--- config.mk ---
export PLATFORM = sky130hd
export DESIGN_NAME = pfma_cell
export DESIGN_NICKNAME = d
export VERILOG_FILES = /design/src/pfma_pkg.sv /design/src/pfma_cell.sv
export SDC_FILE = /design/constraint.sdc
export NUM_CORES = 1
export LEC_CHECK = 0
export ABC_AREA = 1
export BUFFER_PORTS_ARGS = -buffer_cell sky130_fd_sc_hd__buf_4
export CORE_UTILIZATION = 37
export CTS_BUF_LIST = sky130_fd_sc_hd__clkbuf_16
export DETAILED_ROUTE_END_ITERATION = 16
export PLACE_DENSITY = 0.58
export SYNTH_ARGS = -nofsm -noshare
export SYNTH_HDL_FRONTEND = slang
export SYNTH_SLANG_ARGS = --single-unit
--- constraint.sdc ---
create_clock -name clk -period 2.15 [get_ports clk]
set_input_delay 0.43 -clock clk [delete_from_list [all_inputs] [get_ports clk]]
set_output_delay 0.43 -clock clk [all_outputs]
set_load 0.1 [all_outputs]
--- src/pfma_pkg.sv ---
// ----------------------------------------------------------------------------
// pfma_pkg: shared types and constants for the pooling block
// Sizes, register codes, beat payloads and the cell link record.
// ----------------------------------------------------------------------------
package pfma_pkg;

  localparam int MAX_WINDOW      = 8;
  localparam int WIN_BITS        = $clog2(MAX_WINDOW);
  localparam int MAX_FRAME_WIDTH = 1024;
  localparam int COL_BITS        = $clog2(MAX_FRAME_WIDTH);
  localparam int SAMPLE_BITS     = 16;
  localparam int MAX_HEIGHT      = 1024;
  localparam int MAX_STEP        = 15;
  localparam int MAX_CHANNELS    = 64;
  localparam int ROW_BITS        = 10;
  localparam int CH_BITS         = 6;
  localparam int PART_BITS       = SAMPLE_BITS + 2 * WIN_BITS + 2;
  localparam int DIV_BITS        = SAMPLE_BITS + 2 * WIN_BITS;
  localparam int DVSR_BITS       = 7;
  localparam int CFG_INDEX_BITS  = 3;
  localparam int CFG_DATA_BITS   = 11;
  localparam int MEM_DEPTH       = MAX_WINDOW * MAX_FRAME_WIDTH;
  localparam int MEM_ADDR_BITS   = WIN_BITS + COL_BITS;

  typedef enum logic [CFG_INDEX_BITS-1:0] {
    REG_POOL_MODE     = 3'd0,
    REG_WINDOW_HEIGHT = 3'd1,
    REG_WINDOW_WIDTH  = 3'd2,
    REG_STEP_SIZE     = 3'd3,
    REG_FRAME_WIDTH   = 3'd4,
    REG_FRAME_HEIGHT  = 3'd5,
    REG_CHANNEL_COUNT = 3'd6
  } cfg_reg_t;

  typedef struct packed {
    logic signed [SAMPLE_BITS-1:0] sample;
    logic                          frame_start;
  } in_t;

  typedef struct packed {
    logic signed [SAMPLE_BITS-1:0] pooled_value;
    logic [ROW_BITS-1:0]           out_row;
    logic [COL_BITS-1:0]           out_col;
    logic [CH_BITS-1:0]            channel;
    logic                          frame_last;
  } out_t;

  // accumulator travelling down the cell row
  typedef struct packed {
    logic                        valid;
    logic                        has;
    logic signed [PART_BITS-1:0] acc;
  } link_t;

endpackage

--- src/pfma_cell.sv ---
// ----------------------------------------------------------------------------
// pfma_cell: one column-partial cell
// Holds one vertical partial and folds it into the passing accumulator.
// ----------------------------------------------------------------------------
module pfma_cell import pfma_pkg::*; (
  input  logic                        clk,
  input  logic                        rst,
  input  logic                        load,
  input  logic signed [PART_BITS-1:0] load_value,
  input  logic                        avg,
  input  logic                        sel,
  input  link_t                       link_in,
  output link_t                       link_out
);

  logic signed [PART_BITS-1:0] part;
  logic signed [PART_BITS-1:0] acc_next;

  always_comb begin
    if (!sel) begin
      acc_next = link_in.acc;
    end else if (!link_in.has) begin
      acc_next = part;
    end else if (avg) begin
      acc_next = link_in.acc + part;
    end else begin
      acc_next = (part > link_in.acc) ? part : link_in.acc;
    end
  end

  always_ff @(posedge clk) begin
    if (rst) begin
      part     <= '0;
      link_out <= '0;
    end else begin
      if (load) begin
        part <= load_value;
      end
      link_out.valid <= link_in.valid;
      link_out.has   <= link_in.has | sel;
      link_out.acc   <= acc_next;
    end
  end

endmodule

==> results_tabular.tex, run 1 <==
\begin{tabular}{lr}
\hline
Metric & Value \\
\hline
\multicolumn{2}{l}{\textbf{Outcome}} \\
Status & finished with violations \\
Violations in the final reports & negative setup slack \\
\multicolumn{2}{l}{\textbf{Floorplanning}} \\
Core Footprint & 12100 um\^{}2 \\
Die Footprint & 12900 um\^{}2 \\
\# IOs & 81 \\
Initial Utilization & 0.382 \\
Vert. Die Dim & 114 um \\
Die extent in x & 114 um \\
Number of placement rows & 40 \\
\multicolumn{2}{l}{\textbf{Power}} \\
Worst supply voltage drop on vdd & 0.327 mV \\
Static leakage & 3.55 nW \\
Post-route total power & 3.82 mW \\
Total power per unit cell area & 535 nW/um\^{}2 \\
\multicolumn{2}{l}{\textbf{STA}} \\
Slew at the pin closest to its max-slew limit & 0.892 ns \\
Slew headroom & 0.405 \\
Period utilization & 1.01 \\
Number of pins exceeding their max-slew limit in the final report & 0 \\
Final setup vio count & 2 \\
Highest achievable clock rate & 462 MHz \\
Final total negative setup slack & -0.0232 ns \\
Final critical-path required period & 2.16 ns \\
RSZ-0062 raised after global routing & yes \\
Post-route setup slack & -0.0134 ns \\
Post-route clock skew & 0.00700 ns \\
Final hold viol count & 0 \\
Worst hold slack across all endpoints & 0.339 ns \\
\multicolumn{2}{l}{\textbf{Clocking}} \\
Clock latency reported for the late side of the worst-skew pair & 0.31 ns \\
Level count of the clock H-tree & 2 \\
CTS tree & built \\
Root buffer cell & sky130\_fd\_sc\_hd\_\_clkbuf\_16 \\
TritonCTS sink count & 50 \\
Worst-path clk slew & 0.07 ns \\
Buffer depth of the longest clock path & 2 \\
Inserted Clock Buffers & 5 \\
\multicolumn{2}{l}{\textbf{GRT}} \\
Number of antenna violations at the first check in global routing & 0 \\
Largest net degree at the start of global routing & 48 \\
Number of global-route vias before repair & 5548 \\
Wire length of the first global-routing pass & 26900 um \\
GR Util All Layers & 0.266 \\
Leftover overflow at the end of global routing & 0 \\
\multicolumn{2}{l}{\textbf{Cells and area}} \\
Summed area of non-filler cells in the final layout & 7140 um\^{}2 \\
Antenna diode count & 0 \\
Final layout net count & 1047 \\
Layout cell share with drive strength beyond 1 & 0.381 \\
Synthesis-to-layout area growth & 55.0\% \\
\multicolumn{2}{l}{\textbf{Logic synthesis}} \\
Share of the yosys chip area belonging to registers & 0.217 \\
Asr flop ratio synth & 0 \\
Number of enable flip-flop cells after synthesis & 0 \\
Syn Nets & 856 \\
Synthesized-area fraction occupied by ao, oa, aoi and oai cells & 0.200 \\
Post-Synthesis Cells & 753 \\
Adder and majority gate portion of the synthesized area & 0.132 \\
Cells taking the most area after synthesis & sky130\_fd\_sc\_hd\_\_dfxtp\_1 22\%, sky130\_fd\_sc\_hd\_\_nand2\_1 13\%, sky130\_fd\_sc\_hd\_\_ha\_1 13\% \\
Xor-xnor portion of the synthesized cell area & 0.0228 \\
Post-Syn Area per Cell & 6.12 um\^{}2 \\
Synth cell count leaders & 158 x sky130\_fd\_sc\_hd\_\_nand2\_1, 106 x sky130\_fd\_sc\_hd\_\_inv\_1, 102 x sky130\_fd\_sc\_hd\_\_a21oi\_1 \\
Dominant cell by count in the synthesized netlist & sky130\_fd\_sc\_hd\_\_nand2\_1 \\
Share of cell area taken by muxes after synthesis & 0 \\
Yosys reg bits & 50 \\
Yosys top cell area share & 0.217 \\
Number of different library cells in the post-synthesis netlist & 32 \\
Post-Synthesis Cell Area & 4610 um\^{}2 \\
Simple-Gate Fraction of Synth Area & 0.308 \\
Synth warnings & 0 \\
Combinational family with the most area after synthesis & simple AND/OR/NAND/NOR gates \\
Area leader, netlist & sky130\_fd\_sc\_hd\_\_dfxtp\_1 \\
Primary FF master, synth & sky130\_fd\_sc\_hd\_\_dfxtp\_1 \\
\multicolumn{2}{l}{\textbf{Place}} \\
Final estimated routing congestion in global placement & 0.896 \\
Dpl hpwl & 12600 um \\
Port Buffers & 80 \\
Placed instance area & 6280 um\^{}2 \\
\multicolumn{2}{l}{\textbf{Critical path}} \\
Worst setup EP type & flip-flop \\
Data required time at the worst endpoint & 2.39 ns \\
Maximum fanout count along the critical path & 2 \\
Startpoint-to-endpoint class of the critical path & flip-flop to flip-flop \\
Data arrival time of the critical path & 2.40 ns \\
Element type at the critical path start & flip-flop \\
\multicolumn{2}{l}{\textbf{Job}} \\
Max-capacitance violation count & 0 \\
\multicolumn{2}{l}{\textbf{Detailed routing}} \\
Routed Antenna Nets & 0 \\
TritonRoute pass-1 iters & 5 \\
DRC violation count after routing & 0 \\
Count of vias placed by the detailed router & 5617 \\
Drt initial violations & 381 \\
Routed vias/inst & 5.05 \\
Wire per inst & 15.3 um \\
Wire length after detailed routing & 17000 um \\
\multicolumn{2}{l}{\textbf{Hold path}} \\
Hold Crit Class & primary input to flip-flop \\
\hline
\end{tabular}
-- per-stage QoR --
step | cells | utilization | worst slack [ns]
4_1_cts | 1108 | 0.548 | -0.0620
2_1_floorplan | 753 | - | 0.00688
6_report | 1112 | 0.592 | -0.0134
3_5_place_dp | 1098 | 0.521 | -0.442
5_1_grt | 1112 | 0.592 | -0.144
3_3_place_gp | 1098 | 0.521 | -0.456
-- state kept, by name, indices dropped and copies added (netlist names) --
signal,flops
link_out,26
part,24
-- critical path, stage by stage (launching register included) --
cell	delay, ns
sky130_fd_sc_hd__dfxtp_2	0.35
sky130_fd_sc_hd__ha_4	0.13
sky130_fd_sc_hd__inv_2	0.04
sky130_fd_sc_hd__fa_2	0.34
sky130_fd_sc_hd__inv_2	0.09
sky130_fd_sc_hd__nand2_4	0.06
sky130_fd_sc_hd__a21oi_4	0.20
sky130_fd_sc_hd__nand3_4	0.12
sky130_fd_sc_hd__nor2_4	0.14
sky130_fd_sc_hd__nand2_2	0.06
sky130_fd_sc_hd__nand3_2	0.09
sky130_fd_sc_hd__xor2_1	0.16
sky130_fd_sc_hd__nand2_1	0.07
sky130_fd_sc_hd__nand3_1	0.08
sky130_fd_sc_hd__nand2_1	0.05
sky130_fd_sc_hd__a21oi_1	0.11
-- timing repair --
action                     in CTS  in global routing
hold buffers                    0                  0
setup endpoints to repair      24                 24
hold endpoints to repair        0                  0
pin swaps                      15                 47
gates resized for setup        38                118
cloned                          0                  2
buffers inserted                3                  2
-- routing by layer --
layer,vias up,global-route usage,share of wire
met3,17,0.0340,0.041
met2,135,0.456,0.48
li1,2833,-,-
met4,0,0.0675,0.014
met5,-,0,0
met1,2632,0.351,0.47
-- layout make-up --
type | count | area, um^2
Fill cell | 1188 | 4920
Multi-Input combinational cell | 561 | 3660
Timing Repair Buffer | 213 | 1690
Sequential cell | 50 | 1020
Inverter | 113 | 427
Tap cell | 168 | 210
Clock buffer | 5 | 125
Clock inverter | 2 | 7.51
-- worst paths after layout --
| check | from | endpoint | slack (ns) | depth (start not counted) |
|---|---|---|---|---|
| worst max-delay path | part[0] | link_out[20] | -0.01 | 15 |
| worst min-delay path | link_in[25] | link_out[25] | 0.34 | 3 |
| worst max register to register | part[0] | link_out[20] | -0.01 | 15 |
| worst min register to register | part[18] | part[18] | 0.54 | 2 |
-- report_power, final --
part | leakage, nW | internal, mW | switching (mW)
combinational | 3.06 | 0.809 | 1.18
clock | 0.0723 | 0.418 | 0.374
sequential | 0.420 | 0.998 | 0.0478
total | 3.55 | 2.23 | 1.60
-- logic make-up (layout without fill, tap and decap cells) --
logic type	count (synthesis)	in the layout
XOR/XNOR	12	12
buffers and inverters	142	333
AO/OA/AOI/OAI	174	174
flip-flops	50	50
AND/OR/NAND/NOR	327	327
adder cells (fa/ha/maj)	48	48
-- cell usage in the layout (no fill, tap or decap), drive strengths merged, types with 2 or more instances in the layout --
master / count
nand4: 9
dfxtp: 50
xor2: 11
o21ai: 53
nor2: 60
a21oi: 106
buf: 211
a21o: 4
nand2: 159
nor3: 8
nand3: 89
ha: 47
a21boi: 4
clkinv: 2
clkbuf: 7
o21bai: 6
inv: 113
No activity file was read; power rests on OpenSTA's default activity.
==> inputs of run 2 (changes only) <==
- REMOVE_ABC_BUFFERS: default -> 1
==> run 2 against run 1 <==
Net effect: fmax fell by 0.65%; critical path depth fell by 3; the flow still finishes with violations (negative setup slack); register-to-register slack barely moved; non-clock buffer count rose by 1; largest power group unchanged; sequential share of layout area rose by 0.12 points; largest cell class unchanged; die area did not move; via count rose by 0.52%; global-route usage fell by 0.65 points; utilization fell by 0.052 points; hold slack improved by 0.0018 ns.
==> results_tabular.tex, run 2 (synthesis results as in run 1) <==
\begin{tabular}{lr}
\hline
Metric & Value \\
\hline
\multicolumn{2}{l}{\textbf{Outcome}} \\
Status & finished with violations \\
Violations in the final reports & negative setup slack \\
\multicolumn{2}{l}{\textbf{Cells and area}} \\
Fill cells & 1120 (-5.7\%) \\
Final layout net count & 1048 (+0.096\%) \\
Layout cell share with drive strength beyond 1 & 0.378 (-0.00292) \\
Most frequent cells in the layout & 206 x sky130\_fd\_sc\_hd\_\_buf\_4, 142 x sky130\_fd\_sc\_hd\_\_nand2\_1, 102 x sky130\_fd\_sc\_hd\_\_inv\_1, 91 x sky130\_fd\_sc\_hd\_\_a21oi\_1, 59 x sky130\_fd\_sc\_hd\_\_nand3\_1 \\
Register area & 1030 um\^{}2 (+0.74\%) \\
Area of the multi-input gates & 3650 um\^{}2 (-0.31\%) \\
Synthesis-to-layout area growth & 54.8\% (about the same) \\
Filler-free cell count of the finished design & 1114 (+0.18\%) \\
Top flop regs & link\_out: 26 flops, part: 24 flops \\
Flip-flop count of the largest register after layout & 26 (unchanged) \\
Antenna diode count & 0 (unchanged) \\
Most common cell after layout, fill and taps aside & sky130\_fd\_sc\_hd\_\_buf\_4 \\
Register ranked first by flip-flop count & link\_out \\
\multicolumn{2}{l}{\textbf{Detailed routing}} \\
Routed Antenna Nets & 0 (unchanged) \\
Wire length after detailed routing & 16900 um (-0.83\%) \\
Drt initial violations & 366 (-3.9\%) \\
DRC violation count after routing & 0 (unchanged) \\
Routed vias/inst & 5.07 (+0.34\%) \\
TritonRoute pass-1 iters & 7 (+2) \\
Wire per inst & 15.1 um (-1.0\%) \\
Count of vias placed by the detailed router & 5646 (+0.52\%) \\
\multicolumn{2}{l}{\textbf{Critical path}} \\
Startpoint-to-endpoint class of the critical path & flip-flop to flip-flop \\
CP startpoint & part[23] \\
Cell with the biggest individual delay on the critical path & sky130\_fd\_sc\_hd\_\_ha\_1 \\
Worst path max stage delay & 0.32 ns (-0.03 ns) \\
Register-to-register setup slack & -0.03 ns (about the same) \\
Maximum fanout count along the critical path & 5 (+3) \\
Data arrival time of the critical path & 2.36 ns (-0.04 ns) \\
Reg-to-reg critical path startpoint & part[23] \\
Worst setup EP type & flip-flop \\
Data required time at the worst endpoint & 2.33 ns (-0.06 ns) \\
Reg2Reg Depth & 12 (-3) \\
Critical Path, Cell by Cell & ha\_1 -> a21oi\_1 -> o21ai\_0 -> nor2\_2 -> nand4\_1 -> nand2\_4 -> buf\_6 -> nand3\_1 -> nand3\_1 -> nand3\_1 -> nand2\_1 -> a21oi\_2 \\
Element type at the critical path start & flip-flop \\
Top cell by count, worst path & sky130\_fd\_sc\_hd\_\_nand3\_1 \\
\multicolumn{2}{l}{\textbf{GRT}} \\
Largest net degree at the start of global routing & 48 (unchanged) \\
Leftover overflow at the end of global routing & 0 (unchanged) \\
Number of global-route vias before repair & 5316 (-4.2\%) \\
Wire length of the first global-routing pass & 26000 um (-3.2\%) \\
GR Util All Layers & 0.259 (-0.00645) \\
Number of antenna violations at the first check in global routing & 0 (unchanged) \\
\multicolumn{2}{l}{\textbf{Floorplanning}} \\
Number of placement rows & 40 (unchanged) \\
\# IOs & 81 (unchanged) \\
Die Footprint & 12900 um\^{}2 (unchanged) \\
Core Footprint & 12100 um\^{}2 (unchanged) \\
Die extent in x & 114 um (unchanged) \\
Initial Utilization & 0.382 (unchanged) \\
Vert. Die Dim & 114 um (unchanged) \\
\multicolumn{2}{l}{\textbf{Clocking}} \\
CTS Hold Bufs & 0 (unchanged) \\
Worst-path clk slew & 0.07 ns (about the same) \\
Inserted Clock Buffers & 5 (unchanged) \\
CTS tree & built \\
Clock latency reported for the late side of the worst-skew pair & 0.31 ns (about the same) \\
Level count of the clock H-tree & 2 (unchanged) \\
Buffer depth of the longest clock path & 2 (unchanged) \\
Root buffer cell & sky130\_fd\_sc\_hd\_\_clkbuf\_16 \\
TritonCTS sink count & 50 (unchanged) \\
\multicolumn{2}{l}{\textbf{Place}} \\
Dpl hpwl & 12000 um (-5.0\%) \\
Port Buffers & 80 (unchanged) \\
Cell Count Post-Placement & 1097 (-0.091\%) \\
Post-place setup slack & -0.495 ns (-0.0530 ns) \\
Final estimated routing congestion in global placement & 0.876 (-2.2\%) \\
\multicolumn{2}{l}{\textbf{STA}} \\
RSZ-0062 raised after global routing & yes \\
Slew headroom & 0.432 (+0.0269) \\
Final hold viol count & 0 (unchanged) \\
Post-route clock skew & 0.00890 ns (+0.00189 ns) \\
Final critical-path required period & 2.18 ns (+0.0141 ns) \\
Highest achievable clock rate & 459 MHz (-0.65\%) \\
Period utilization & 1.01 (+0.00654) \\
Worst hold slack across all endpoints & 0.341 ns (+0.00183 ns) \\
Post-route setup slack & -0.0275 ns (-0.0141 ns) \\
Slew at the pin closest to its max-slew limit & 0.851 ns (-0.0403 ns) \\
Final total negative setup slack & -0.0421 ns (-0.0189 ns) \\
Final setup vio count & 2 (unchanged) \\
Number of pins exceeding their max-slew limit in the final report & 0 (unchanged) \\
\multicolumn{2}{l}{\textbf{Hold path}} \\
Min-Delay Path Depth & 3 (unchanged) \\
Worst hold path startpoint & link\_in[25] \\
Hold Crit Class & primary input to flip-flop \\
\multicolumn{2}{l}{\textbf{Job}} \\
Max-capacitance violation count & 0 (unchanged) \\
\multicolumn{2}{l}{\textbf{Power}} \\
Total power per unit cell area & 552 nW/um\^{}2 (+3.1\%) \\
Worst supply voltage drop on vdd & 0.319 mV (-2.4\%) \\
Post-route total power & 3.94 mW (+3.0\%) \\
Static leakage & 3.56 nW (+0.18\%) \\
\hline
\end{tabular}
## run 2: layout make-up
type	instances	share of cell area
Clock buffer	5	0.0175
Inverter	113	0.0594
Sequential cell	50	0.144
Tap cell	168	0.0295
Multi-Input combinational cell	561	0.511
Clock inverter	3	0.00526
Timing Repair Buffer	214	0.233
## run 2: per-layer routing
layer	wire length, um	GRT usage	vias up
met1	7740	0.339	2627
met3	699	0.0335	25
met4	386	0.0781	0
li1	-	-	2830
met2	8040	0.443	164
met5	0	0	-
## run 2: metrics by stage
stage	instance area (um^2)	utilization
after floorplan	4480	-
after global placement	6250	0.519
after detailed placement	6250	0.519
after CTS	6700	0.556
after global routing	7140	0.592
final	7140	0.592
## run 2: what timing repair did
item | in CTS | in global routing
endpoints found under the setup margin | 24 | 24
cloned | 2 | 0
pin swaps | 19 | 57
resized for setup | 54 | 106
setup buffers | 5 | 3
## run 2: power breakdown
group          switching, mW  leakage (nW)  total [mW]  internal, mW
sequential            0.0464         0.421        1.05         0.999
combinational           1.17          3.05        1.97         0.796
clock                  0.380        0.0864       0.922         0.542
total                   1.60          3.56        3.94          2.34
## run 2: worst paths after layout
kind                        to
hold reg to reg       part[23]
setup / recovery  link_out[22]
setup reg to reg  link_out[22]
hold / removal    link_out[25]
## run 2: worst max-delay path, delay by kind of cell, from the launching register on
| kind | cells | cell delay, ns |
|---|---|---|
| buffers and inverters | 1 | 0.16 |
| DFF | 1 | 0.31 |
| AOI/OAI and AO/OA | 3 | 0.33 |
| and+or+nand+nor | 7 | 0.94 |
| adders and majority gates | 1 | 0.32 |
