## src/pfma_pkg.sv

```systemverilog
// ----------------------------------------------------------------------------
// pfma_pkg: shared types and constants for the pooling block
// Sizes, register codes, beat payloads and the cell link record.
// ----------------------------------------------------------------------------
package pfma_pkg;

  localparam int MAX_WINDOW      = 8;
  localparam int WIN_BITS        = $clog2(MAX_WINDOW);
  localparam int MAX_FRAME_WIDTH = 1024;
  localparam int COL_BITS        = $clog2(MAX_FRAME_WIDTH);
  localparam int SAMPLE_BITS     = 16;
  localparam int MAX_HEIGHT      = 1024;
  localparam int MAX_STEP        = 15;
  localparam int MAX_CHANNELS    = 64;
  localparam int ROW_BITS        = 10;
  localparam int CH_BITS         = 6;
  localparam int PART_BITS       = SAMPLE_BITS + 2 * WIN_BITS + 2;
  localparam int DIV_BITS        = SAMPLE_BITS + 2 * WIN_BITS;
  localparam int DVSR_BITS       = 7;
  localparam int CFG_INDEX_BITS  = 3;
  localparam int CFG_DATA_BITS   = 11;
  localparam int MEM_DEPTH       = MAX_WINDOW * MAX_FRAME_WIDTH;
  localparam int MEM_ADDR_BITS   = WIN_BITS + COL_BITS;

  typedef enum logic [CFG_INDEX_BITS-1:0] {
    REG_POOL_MODE     = 3'd0,
    REG_WINDOW_HEIGHT = 3'd1,
    REG_WINDOW_WIDTH  = 3'd2,
    REG_STEP_SIZE     = 3'd3,
    REG_FRAME_WIDTH   = 3'd4,
    REG_FRAME_HEIGHT  = 3'd5,
    REG_CHANNEL_COUNT = 3'd6
  } cfg_reg_t;

  typedef struct packed {
    logic signed [SAMPLE_BITS-1:0] sample;
    logic                          frame_start;
  } in_t;

  typedef struct packed {
    logic signed [SAMPLE_BITS-1:0] pooled_value;
    logic [ROW_BITS-1:0]           out_row;
    logic [COL_BITS-1:0]           out_col;
    logic [CH_BITS-1:0]            channel;
    logic                          frame_last;
  } out_t;

  // accumulator travelling down the cell row
  typedef struct packed {
    logic                        valid;
    logic                        has;
    logic signed [PART_BITS-1:0] acc;
  } link_t;

endpackage

```

## src/pfma_div.sv

```systemverilog
// ----------------------------------------------------------------------------
// pfma_div: serial unsigned divider
// Restoring division, one quotient bit per cycle; done pulses with results.
// ----------------------------------------------------------------------------
module pfma_div import pfma_pkg::*; (
  input  logic                 clk,
  input  logic                 rst,
  input  logic                 start,
  input  logic [DIV_BITS-1:0]  dividend,
  input  logic [DVSR_BITS-1:0] divisor,
  output logic                 done,
  output logic [DIV_BITS-1:0]  quotient,
  output logic [DVSR_BITS-1:0] remainder
);

  localparam int CNT_BITS = $clog2(DIV_BITS + 1);

  logic                busy;
  logic [CNT_BITS-1:0] count;
  logic [DVSR_BITS:0]  trial;
  logic [DVSR_BITS-1:0] dvsr;

  assign trial = {remainder, quotient[DIV_BITS-1]};

  always_ff @(posedge clk) begin
    if (rst) begin
      busy  <= 1'b0;
      done  <= 1'b0;
      count <= '0;
    end else begin
      done <= busy && !start && (count == CNT_BITS'(1));
      if (start) begin
        busy      <= 1'b1;
        count     <= CNT_BITS'(DIV_BITS);
        quotient  <= dividend;
        remainder <= '0;
        dvsr      <= divisor;
      end else if (busy) begin
        if (trial >= {1'b0, dvsr}) begin
          remainder <= DVSR_BITS'(trial - {1'b0, dvsr});
          quotient  <= {quotient[DIV_BITS-2:0], 1'b1};
        end else begin
          remainder <= trial[DVSR_BITS-1:0];
          quotient  <= {quotient[DIV_BITS-2:0], 1'b0};
        end
        count <= count - 1'b1;
        if (count == CNT_BITS'(1)) begin
          busy <= 1'b0;
        end
      end
    end
  end

endmodule

```

## config.mk

```make
export PLATFORM = sky130hd
export DESIGN_NAME = pfma_div
export DESIGN_NICKNAME = d
export VERILOG_FILES = /design/src/pfma_pkg.sv /design/src/pfma_div.sv
export SDC_FILE = /design/constraint.sdc
export NUM_CORES = 1
export LEC_CHECK = 0
export BUFFER_PORTS_ARGS = -buffer_cell sky130_fd_sc_hd__buf_4
export CAP_MARGIN = 20
export CORE_MARGIN = 2
export CORE_UTILIZATION = 55
export DETAILED_ROUTE_END_ITERATION = 12
export PLACE_DENSITY = 0.8
export SETUP_SLACK_MARGIN = 0.15
export SLEW_MARGIN = 0
export SYNTH_ARGS = -nofsm -noshare
export SYNTH_HDL_FRONTEND = slang
export SYNTH_SLANG_ARGS = --single-unit
```

## constraint.sdc

```tcl
create_clock -name clk -period 6.9 [get_ports clk]
set_input_delay 1.035 -clock clk [delete_from_list [all_inputs] [get_ports clk]]
set_output_delay 1.035 -clock clk [all_outputs]
set_load 0.005 [all_outputs]
```

==> results of run 1 <==
through the flow:
stage / area, sq um / utilization [%] / power (uW) / hold WS [ps]
2_1_floorplan: 2140 / - / 402 / 528
3_3_place_gp: 2640 / 71.7 / 448 / 538
3_5_place_dp: 2640 / 71.7 / 455 / 548
4_1_cts: 2730 / 74.0 / 607 / 568
5_1_grt: 2730 / 74.0 / 630 / 589
6_report: 2730 / 74.0 / 603 / 564
routing by layer:
metal / global-route usage (%) / up-vias
li1: - / 744
met1: 25.3 / 739
met2: 39.6 / 65
met3: 3.58 / 12
met4: 10.7 / 0
met5: 0 / -
final timing paths:
kind / from / end / slack (ps) / depth (start not counted)
setup / recovery: quotient[21] / remainder[6] / 4710 / 8
hold / removal: quotient[20] / quotient[21] / 560 / 1
setup reg to reg: quotient[21] / remainder[6] / 4710 / 8
hold reg to reg: quotient[20] / quotient[21] / 560 / 1
synth_stat cells, types with 3 or more instances:
cell	n
edfxtp_1	36
mux2_1	22
inv_1	11
a21oi_1	10
ha_1	9
nor3_1	9
nor2_1	8
dfxtp_1	7
nand3_1	5
xnor2_1	5
o21ai_1	4
a211oi_1	3
buf_2	3
nand2_1	3
registers in the layout, summed over array words and instances (netlist names):
register   flops
remainder      7
done           1
count          5
busy           1
quotient      22
dvsr           7
cell usage in the layout (no fill, tap or decap), drive strengths merged, types with 2 or more instances in the layout:
| master | instances |
|---|---|
| buf | 62 |
| edfxtp | 36 |
| mux2 | 23 |
| inv | 13 |
| a21oi | 11 |
| nor3 | 9 |
| ha | 9 |
| nor2 | 8 |
| dfxtp | 7 |
| o21ai | 7 |
| clkbuf | 6 |
| nand3 | 5 |
| xnor2 | 5 |
| nand2 | 3 |
| a211oi | 3 |
| o21a | 2 |
| nor2b | 2 |
| nor4b | 2 |
power by group:
part           switching, uW  total (uW)  leakage [uW]  internal [uW]
combinational           66.1         133      0.000660           67.4
sequential              12.3         317      0.000401            305
clock                   81.6         152     0.0000412           70.7
logic make-up after synthesis:
family	Yosys count	share of synthesized area [%]
flops	43	57.1
simple gates	33	7.90
compound gates	31	10.4
mux	24	12.6
buf+inv	18	3.34
fa+ha+maj	10	6.20
xor+xnor	6	2.46
cell type report:
cell class | count | area (sq um) | area share, %
clock buffer | 6 | 72.6 | 2.66
clock inverter | 2 | 12.5 | 0.459
timing repair buffer | 62 | 465 | 17.1
sequential | 43 | 1220 | 44.8
multi-input combinational | 104 | 848 | 31.1
tap | 48 | 60.1 | 2.20
inverter | 13 | 48.8 | 1.79
==> impl_metrics.toml, run 1 <==
[cts]
clock-root-buffer = "clkbuf_8"
clock_sinks = 43
clk_path_buf_depth = 2
htreeDepth = 2
holdBufCountCts = 0
postCtsSetupRepairBufs = 0
cts_buffers = 5
cts_tree = "built"
clk_latency_ps = 290
post_cts_resized = 0
clkTransAtPathRegs_ps = 80

[critical_path]
worst_path_dominant_cell_family = "adder cells"
critPathKind = "register to register"
cp_max_fo = 3
cp_cell_sequence = "inv_1, ha_1, fa_1, nand2b_2, a21oi_1, mux2i_1, a22o_1, a21oi_2"
path_buf_inv = 1
startpoint_type = "register"
cp_slowest_stage_delay_ps = 400
setup.worst_path.end_class = "register"
arrival_ps = 2220
cp_slowest_cell = "fa_1"
crit_required_ps = 6930

[sta]
rsz0062_at_grt = "false"
finalClockSkew_ps = 3.87
fin_tns_setup_ps = 0
timing.final.max_slew_violations = 0
clock.fmax_ghz = 0.457
setup_slack_ps = 4710
setup_viol = 0
min_period_over_period_pct = 31.7
worstMarginPinSlew_ps = 514
layout_min_cycle_time_ps = 2190
hold_viol_final = 0
slew_headroom_pct = 65.6

[drt]
first_iter_violations = 72
routed_via_density = 5.61
met3_length_microns = 217
num_vias = 1560
dr.max_layer_used = "met4"
remaining_drc_errors = 0
wl_per_cell_microns = 16.3
ant_nets = 0
wirelength_microns = 4540
wl_met2_microns = 2420
wl_met1_microns = 1780
drt_pass1_iterations = 4

[placed_design]
numPortBuffers = 61
place_congestion = 0.842
place_hpwl_microns = 3440
dp_slack_ps = 4540
dp.cells = 270

[logic_synthesis]
ys_types = 38
async_reset_ff_share_pct = 0
synth_top_cell_area_share_pct = 50.6
yosysWarnings = 0
avgSynthCellArea_sq_um = 13.0
synth-seq-area-share_pct = 57.1
synth_edf_count = 36
synth_area_leaders = "edfxtp_1 (51%), mux2_1 (12%), dfxtp_1 (6.6%), ha_1 (5.3%), a21oi_1 (2.3%)"
synth_cells = 165
yosysTopAreaCell = "edfxtp_1"
synth_seq_cells = 43
syn_area_sq_um = 2140
synth_nets = 207
synth_ff_type = "edfxtp_1"

[final_layout]
layout-drive-gt1-share_pct = 34.8
final-instance-count-excl-fill = 278
final_nets = 271
area_growth_syn_to_layout_pct = 27.6
n_antenna_cell = 0
fillCellCount = 242

[min_path]
worstHoldPathType = "register to register"

[grt]
antenna_found_initial = 0
grt_pass1_vias = 1584
grt.total_usage_pct = 22.1
grt_max_degree = 34
grt_pass1_wl_microns = 7040
grt-ovfl-total = 0

[flow_run]
cap_violations = 0

[floorplanning]
ioPinCount = 62
rows = 22
dieArea_sq_um = 4400
initial_utilization_pct = 58.0
chipWidth_microns = 66.4
fp.coreArea_sq_um = 3690
dieHeight_microns = 66.4

[pwr]
leakagePower_uw = 0.00110
irDropWorstVdd_mv = 0.160
p_per_area_nw_per_um2 = 221

[run_status]
status = "finished clean"
(Power assumes the default switching activity.)
==> run 2: changes to the inputs <==
--- a/config.mk
+++ b/config.mk
@@ -8,9 +8,9 @@
 export BUFFER_PORTS_ARGS = -buffer_cell sky130_fd_sc_hd__buf_4
 export CAP_MARGIN = 20
 export CORE_MARGIN = 2
-export CORE_UTILIZATION = 55
+export CORE_UTILIZATION = 46
 export DETAILED_ROUTE_END_ITERATION = 12
-export PLACE_DENSITY = 0.8
+export PLACE_DENSITY = 0.71
 export SETUP_SLACK_MARGIN = 0.15
 export SLEW_MARGIN = 0
 export SYNTH_ARGS = -nofsm -noshare
==> constraint.sdc (replaced) <==
create_clock -name clk -period 2 [get_ports clk]
set_input_delay 0.3 -clock clk [delete_from_list [all_inputs] [get_ports clk]]
set_output_delay 0.3 -clock clk [all_outputs]
set_load 0.005 [all_outputs]
==> impl_metrics.toml, run 2 (synthesis results as in run 1) <==
[critical_path]
setup.worst_path.end_class = "register"
startpoint_type = "register"
cp_max_fo = 7
critPathKind = "register to register"
arrival_ps = 2150
crit_required_ps = 2150

[sta]
setup_slack_ps = -1.62
setup_viol = 2
slew_headroom_pct = 67.8
rsz0062_at_grt = "true"
worstMarginPinSlew_ps = 477
clock.fmax_ghz = 0.500
min_period_over_period_pct = 100
timing.final.max_slew_violations = 0
layout_min_cycle_time_ps = 2000
finalClockSkew_ps = 3.53
hold_viol_final = 0

[cts]
clock-root-buffer = "clkbuf_8"
clock_sinks = 43
cts_buffers = 5
htreeDepth = 2
clk_path_buf_depth = 2
holdBufCountCts = 0
cts_tree = "built"
clkTransAtPathRegs_ps = 80
clk_latency_ps = 290

[final_layout]
largestRegisters = "quotient: 22 flops, dvsr: 7 flops, remainder: 7 flops"
area_growth_syn_to_layout_pct = 38.0
final_cell_mix = "buf_4 (77), edfxtp_1 (36), mux2_1 (21)"
layout_commonest_cell = "buf_4"
layout-drive-gt1-share_pct = 42.4
n_antenna_cell = 0
final-instance-count-excl-fill = 297
final_nets = 286
largest-register = "quotient"
largest_reg_flops = 22
fin_util_pct = 66.8

[min_path]
worstHoldPathType = "primary input to register"

[grt]
grt_max_degree = 29
grt_pass1_wl_microns = 7400
antenna_found_initial = 0
grt-ovfl-total = 0
grt_pass1_vias = 1639
grt.total_usage_pct = 18.5

[drt]
first_iter_violations = 100
met3_length_microns = 257
drt_pass1_iterations = 4
wl_per_cell_microns = 16.1
wl_met1_microns = 1950
ant_nets = 0
dr.max_layer_used = "met4"
routed_via_density = 5.36
wl_met2_microns = 2550
remaining_drc_errors = 0
wirelength_microns = 4790
num_vias = 1593

[floorplanning]
dieArea_sq_um = 5210
dieHeight_microns = 72.2
chipWidth_microns = 72.2
fp.coreArea_sq_um = 4410
ioPinCount = 62
rows = 24
initial_utilization_pct = 48.4

[placed_design]
numPortBuffers = 61
dp.cells = 285
place_hpwl_microns = 3570
place_congestion = 0.931

[pwr]
leakagePower_uw = 0.00121
irDropWorstVdd_mv = 0.574
p_per_area_nw_per_um2 = 788

[flow_run]
cap_violations = 0

[run_status]
status = "finished with violations"
violations = "negative setup slack"
## run 2: path summary, 6_finish.rpt
kind              depth (start not counted)         start            to  slack [ps]
hold reg to reg                           1  quotient[15]  quotient[16]         570
hold / removal                            1    divisor[3]       dvsr[3]         180
setup / recovery                          8  quotient[21]  remainder[6]          -2
setup reg to reg                          8  quotient[21]  remainder[6]          -2
## run 2: stage by stage
stage	setup TNS (ps)	instance area [sq um]	setup WS (ps)	hold slack, ps	total power, uW
3_5_place_dp	-161	2760	-140	479	1610
2_1_floorplan	0	2170	42.2	399	1400
6_report	-2.10	2950	-1.62	184	2330
5_1_grt	-430	2950	-97.9	161	2430
4_1_cts	-14.9	2920	-10.9	176	2320
3_3_place_gp	0	2760	23.0	478	1590
## run 2: cell type report
cell class / count / area [sq um]
clock buffers: 6 / 82.6
clock inverters: 2 / 35.0
fillers: 349 / 1460
inverters: 13 / 48.8
multi-input cells: 104 / 920
flip-flops and latches: 43 / 1220
well taps: 52 / 65.1
repair buffers: 77 / 578
## run 2: worst max-delay path: stages, from the launching register on
cell and delay [ps]:
edfxtp_1 350, inv_1 50, ha_2 180, fa_2 360, nand2b_4 170, o2bb2ai_4 160, a31o_4 260, a22o_1 220
a21oi_2 120
## run 2: report_power, final
group	internal (uW)	leakage [uW]	switching, uW	total, uW
Combinational	289	0.000750	259	548
Sequential	1050	0.000401	37.2	1090
Clock	404	0.0000612	285	689
## run 2: layer usage
layer / global-route usage (%) / up-vias
li1: - / 769
met3: 5.42 / 4
met2: 32.9 / 41
met5: 0 / -
met1: 21.7 / 779
met4: 5.24 / 0
## run 2: repair_timing
| item | 4_1_cts | 5_1_grt |
|---|---|---|
| endpoints found under the setup margin | 8 | 8 |
| gates resized for setup | 4 | 3 |
| setup buffers | 3 | 1 |
| hold endpoints to repair | 0 | 0 |
| pin swaps | 1 | 2 |
==> run 3: changes to the inputs <==
--- a/config.mk
+++ b/config.mk
@@ -7,10 +7,11 @@
 export LEC_CHECK = 0
 export BUFFER_PORTS_ARGS = -buffer_cell sky130_fd_sc_hd__buf_4
 export CAP_MARGIN = 20
-export CORE_MARGIN = 2
 export CORE_UTILIZATION = 46
 export DETAILED_ROUTE_END_ITERATION = 12
+export HOLD_SLACK_MARGIN = 0.1
 export PLACE_DENSITY = 0.71
+export REMOVE_ABC_BUFFERS = 1
 export SETUP_SLACK_MARGIN = 0.15
 export SLEW_MARGIN = 0
 export SYNTH_ARGS = -nofsm -noshare
==> impl_metrics.toml, run 3 (synthesis results as in run 1) <==
[final_layout]
largest-register = "quotient"
largestRegisters = "quotient: 22 flops, dvsr: 7 flops, remainder: 7 flops"
layout-drive-gt1-share_pct = 41.6
final-instance-count-excl-fill = 295
largest_reg_flops = 22
fillCellCount = 350
final-seq-area_sq_um = 1220
final_nets = 284
layout_commonest_cell = "buf_4"
n_antenna_cell = 0
multi_input_area_sq_um = 921
final_cell_mix = "buf_4 (75), edfxtp_1 (36), mux2_1 (21)"
area_growth_syn_to_layout_pct = 35.7

[drt]
remaining_drc_errors = 0
ant_nets = 0
num_vias = 1576
routed_via_density = 5.34
wl_per_cell_microns = 15.8
drt_pass1_iterations = 4
first_iter_violations = 83
wirelength_microns = 4670

[pwr]
p_total_uw = 2180
p_sw_share_pct = 27.1
sequentialPowerShare_pct = 50.2
internal-power_uw = 1590
leakagePower_uw = 0.00117
p_per_area_nw_per_um2 = 751
p_sw_uw = 591
clkPwrFrac_pct = 25.2
comb_power_share_pct = 24.7
irDropWorstVdd_mv = 0.410

[grt]
grt_max_degree = 22
met1_usage_pct = 24.0
grt_pass1_vias = 1637
gr-usage-met2_pct = 35.4
top_usage_layer = "met2"
antenna_found_initial = 0
grt.total_usage_pct = 20.5
grt_pass1_wl_microns = 7680
grt-ovfl-total = 0
met3_usage_pct = 4.91

[floorplanning]
dieArea_sq_um = 4930
rows = 24
fp.coreArea_sq_um = 4410
dieHeight_microns = 70.2
chipWidth_microns = 70.2
ioPinCount = 62
initial_utilization_pct = 48.4

[placed_design]
numPortBuffers = 61
dp.cells = 284
place_congestion = 0.836
place_hpwl_microns = 3440

[sta]
fin_tns_setup_ps = 0
rsz0062_at_grt = "true"
hold_viol_final = 0
layout_min_cycle_time_ps = 1990
setup_viol = 0
min_period_over_period_pct = 99.7
slew_headroom_pct = 61.7
clock.fmax_ghz = 0.502
finalClockSkew_ps = 4.54
worstMarginPinSlew_ps = 572
timing.final.max_slew_violations = 0

[critical_path]
cp_cell_sequence = "inv_1, ha_2, fa_2, nand2b_4, o2bb2ai_4, a31o_4, a22o_1, a21oi_2"
setup.worst_path.end_class = "register"
arrival_ps = 2150
critPathKind = "register to register"
cp_slowest_stage_delay_ps = 350
cp_max_fo = 7
crit_required_ps = 2160
cp_slowest_cell = "edfxtp_1"
startpoint_type = "register"

[cts]
clkTransAtPathRegs_ps = 80
cts_buffers = 5
clk_latency_ps = 300
cts_tree = "built"
clock-root-buffer = "clkbuf_8"
clock_sinks = 43
htreeDepth = 2
holdBufCountCts = 0
clk_path_buf_depth = 2

[flow_run]
cap_violations = 0

[run_status]
status = "finished clean"

[min_path]
worstHoldPathType = "primary input to register"
[run 3: area by class of cell]
| class | instances | area share, % |
|---|---|---|
| Inverter | 13 | 1.68 |
| Multi-Input combinational cell | 104 | 31.7 |
| Clock buffer | 7 | 2.63 |
| Clock inverter | 1 | 0.216 |
| Sequential cell | 43 | 42.1 |
| Tap cell | 52 | 2.24 |
| Timing Repair Buffer | 75 | 19.4 |
[run 3: what timing repair did]
action | in CTS | in global routing
setup endpoints to repair | 8 | 8
pin swaps | 5 | 3
setup buffers | 3 | 0
resized for setup | 10 | 2
[run 3: layer usage]
| layer | share of wire [%] | routed length (microns) |
|---|---|---|
| met4 | 2.9 | 135 |
| met2 | 53 | 2490 |
| met5 | 0 | 0 |
| met3 | 3.1 | 145 |
| met1 | 41 | 1890 |
[run 3: power by group through the flow]
stage | Combinational (uW) | Clock, uW | Sequential [uW]
after global routing | 586 | 601 | 1100
after global placement | 471 | 0 | 1110
after CTS | 529 | 564 | 1090
final | 537 | 548 | 1090
after floorplan | 266 | 0 | 1110
after detailed placement | 483 | 0 | 1110
[run 3: worst paths after layout]
| path | from | to | slack, ps | depth (start not counted) |
|---|---|---|---|---|
| worst max-delay path | quotient[21] | remainder[6] | 7 | 8 |
| worst min-delay path | divisor[1] | dvsr[1] | 170 | 1 |
| worst max register to register | quotient[21] | remainder[6] | 7 | 8 |
| worst min register to register | count[3] | count[3] | 570 | 2 |
[run 3: through the flow]
step,area (sq um),util [%],worst slack (ps),hold WS [ps]
global route,2900,65.7,-78.5,155
CTS,2890,65.6,7.01,165
floorplan,2120,-,-119,369
global placement,2720,61.7,-23.9,478
detailed placement,2720,61.7,-73.1,480
finish,2900,65.7,6.82,173
[run 3: critical path, delay by kind of cell, from the launching register on]
| kind | cells | cell delay (ps) |
|---|---|---|
| fa+ha+maj | 2 | 530 |
| flops | 1 | 350 |
| compound gates | 4 | 770 |
| simple gates | 1 | 170 |
| buf+inv | 1 | 50 |
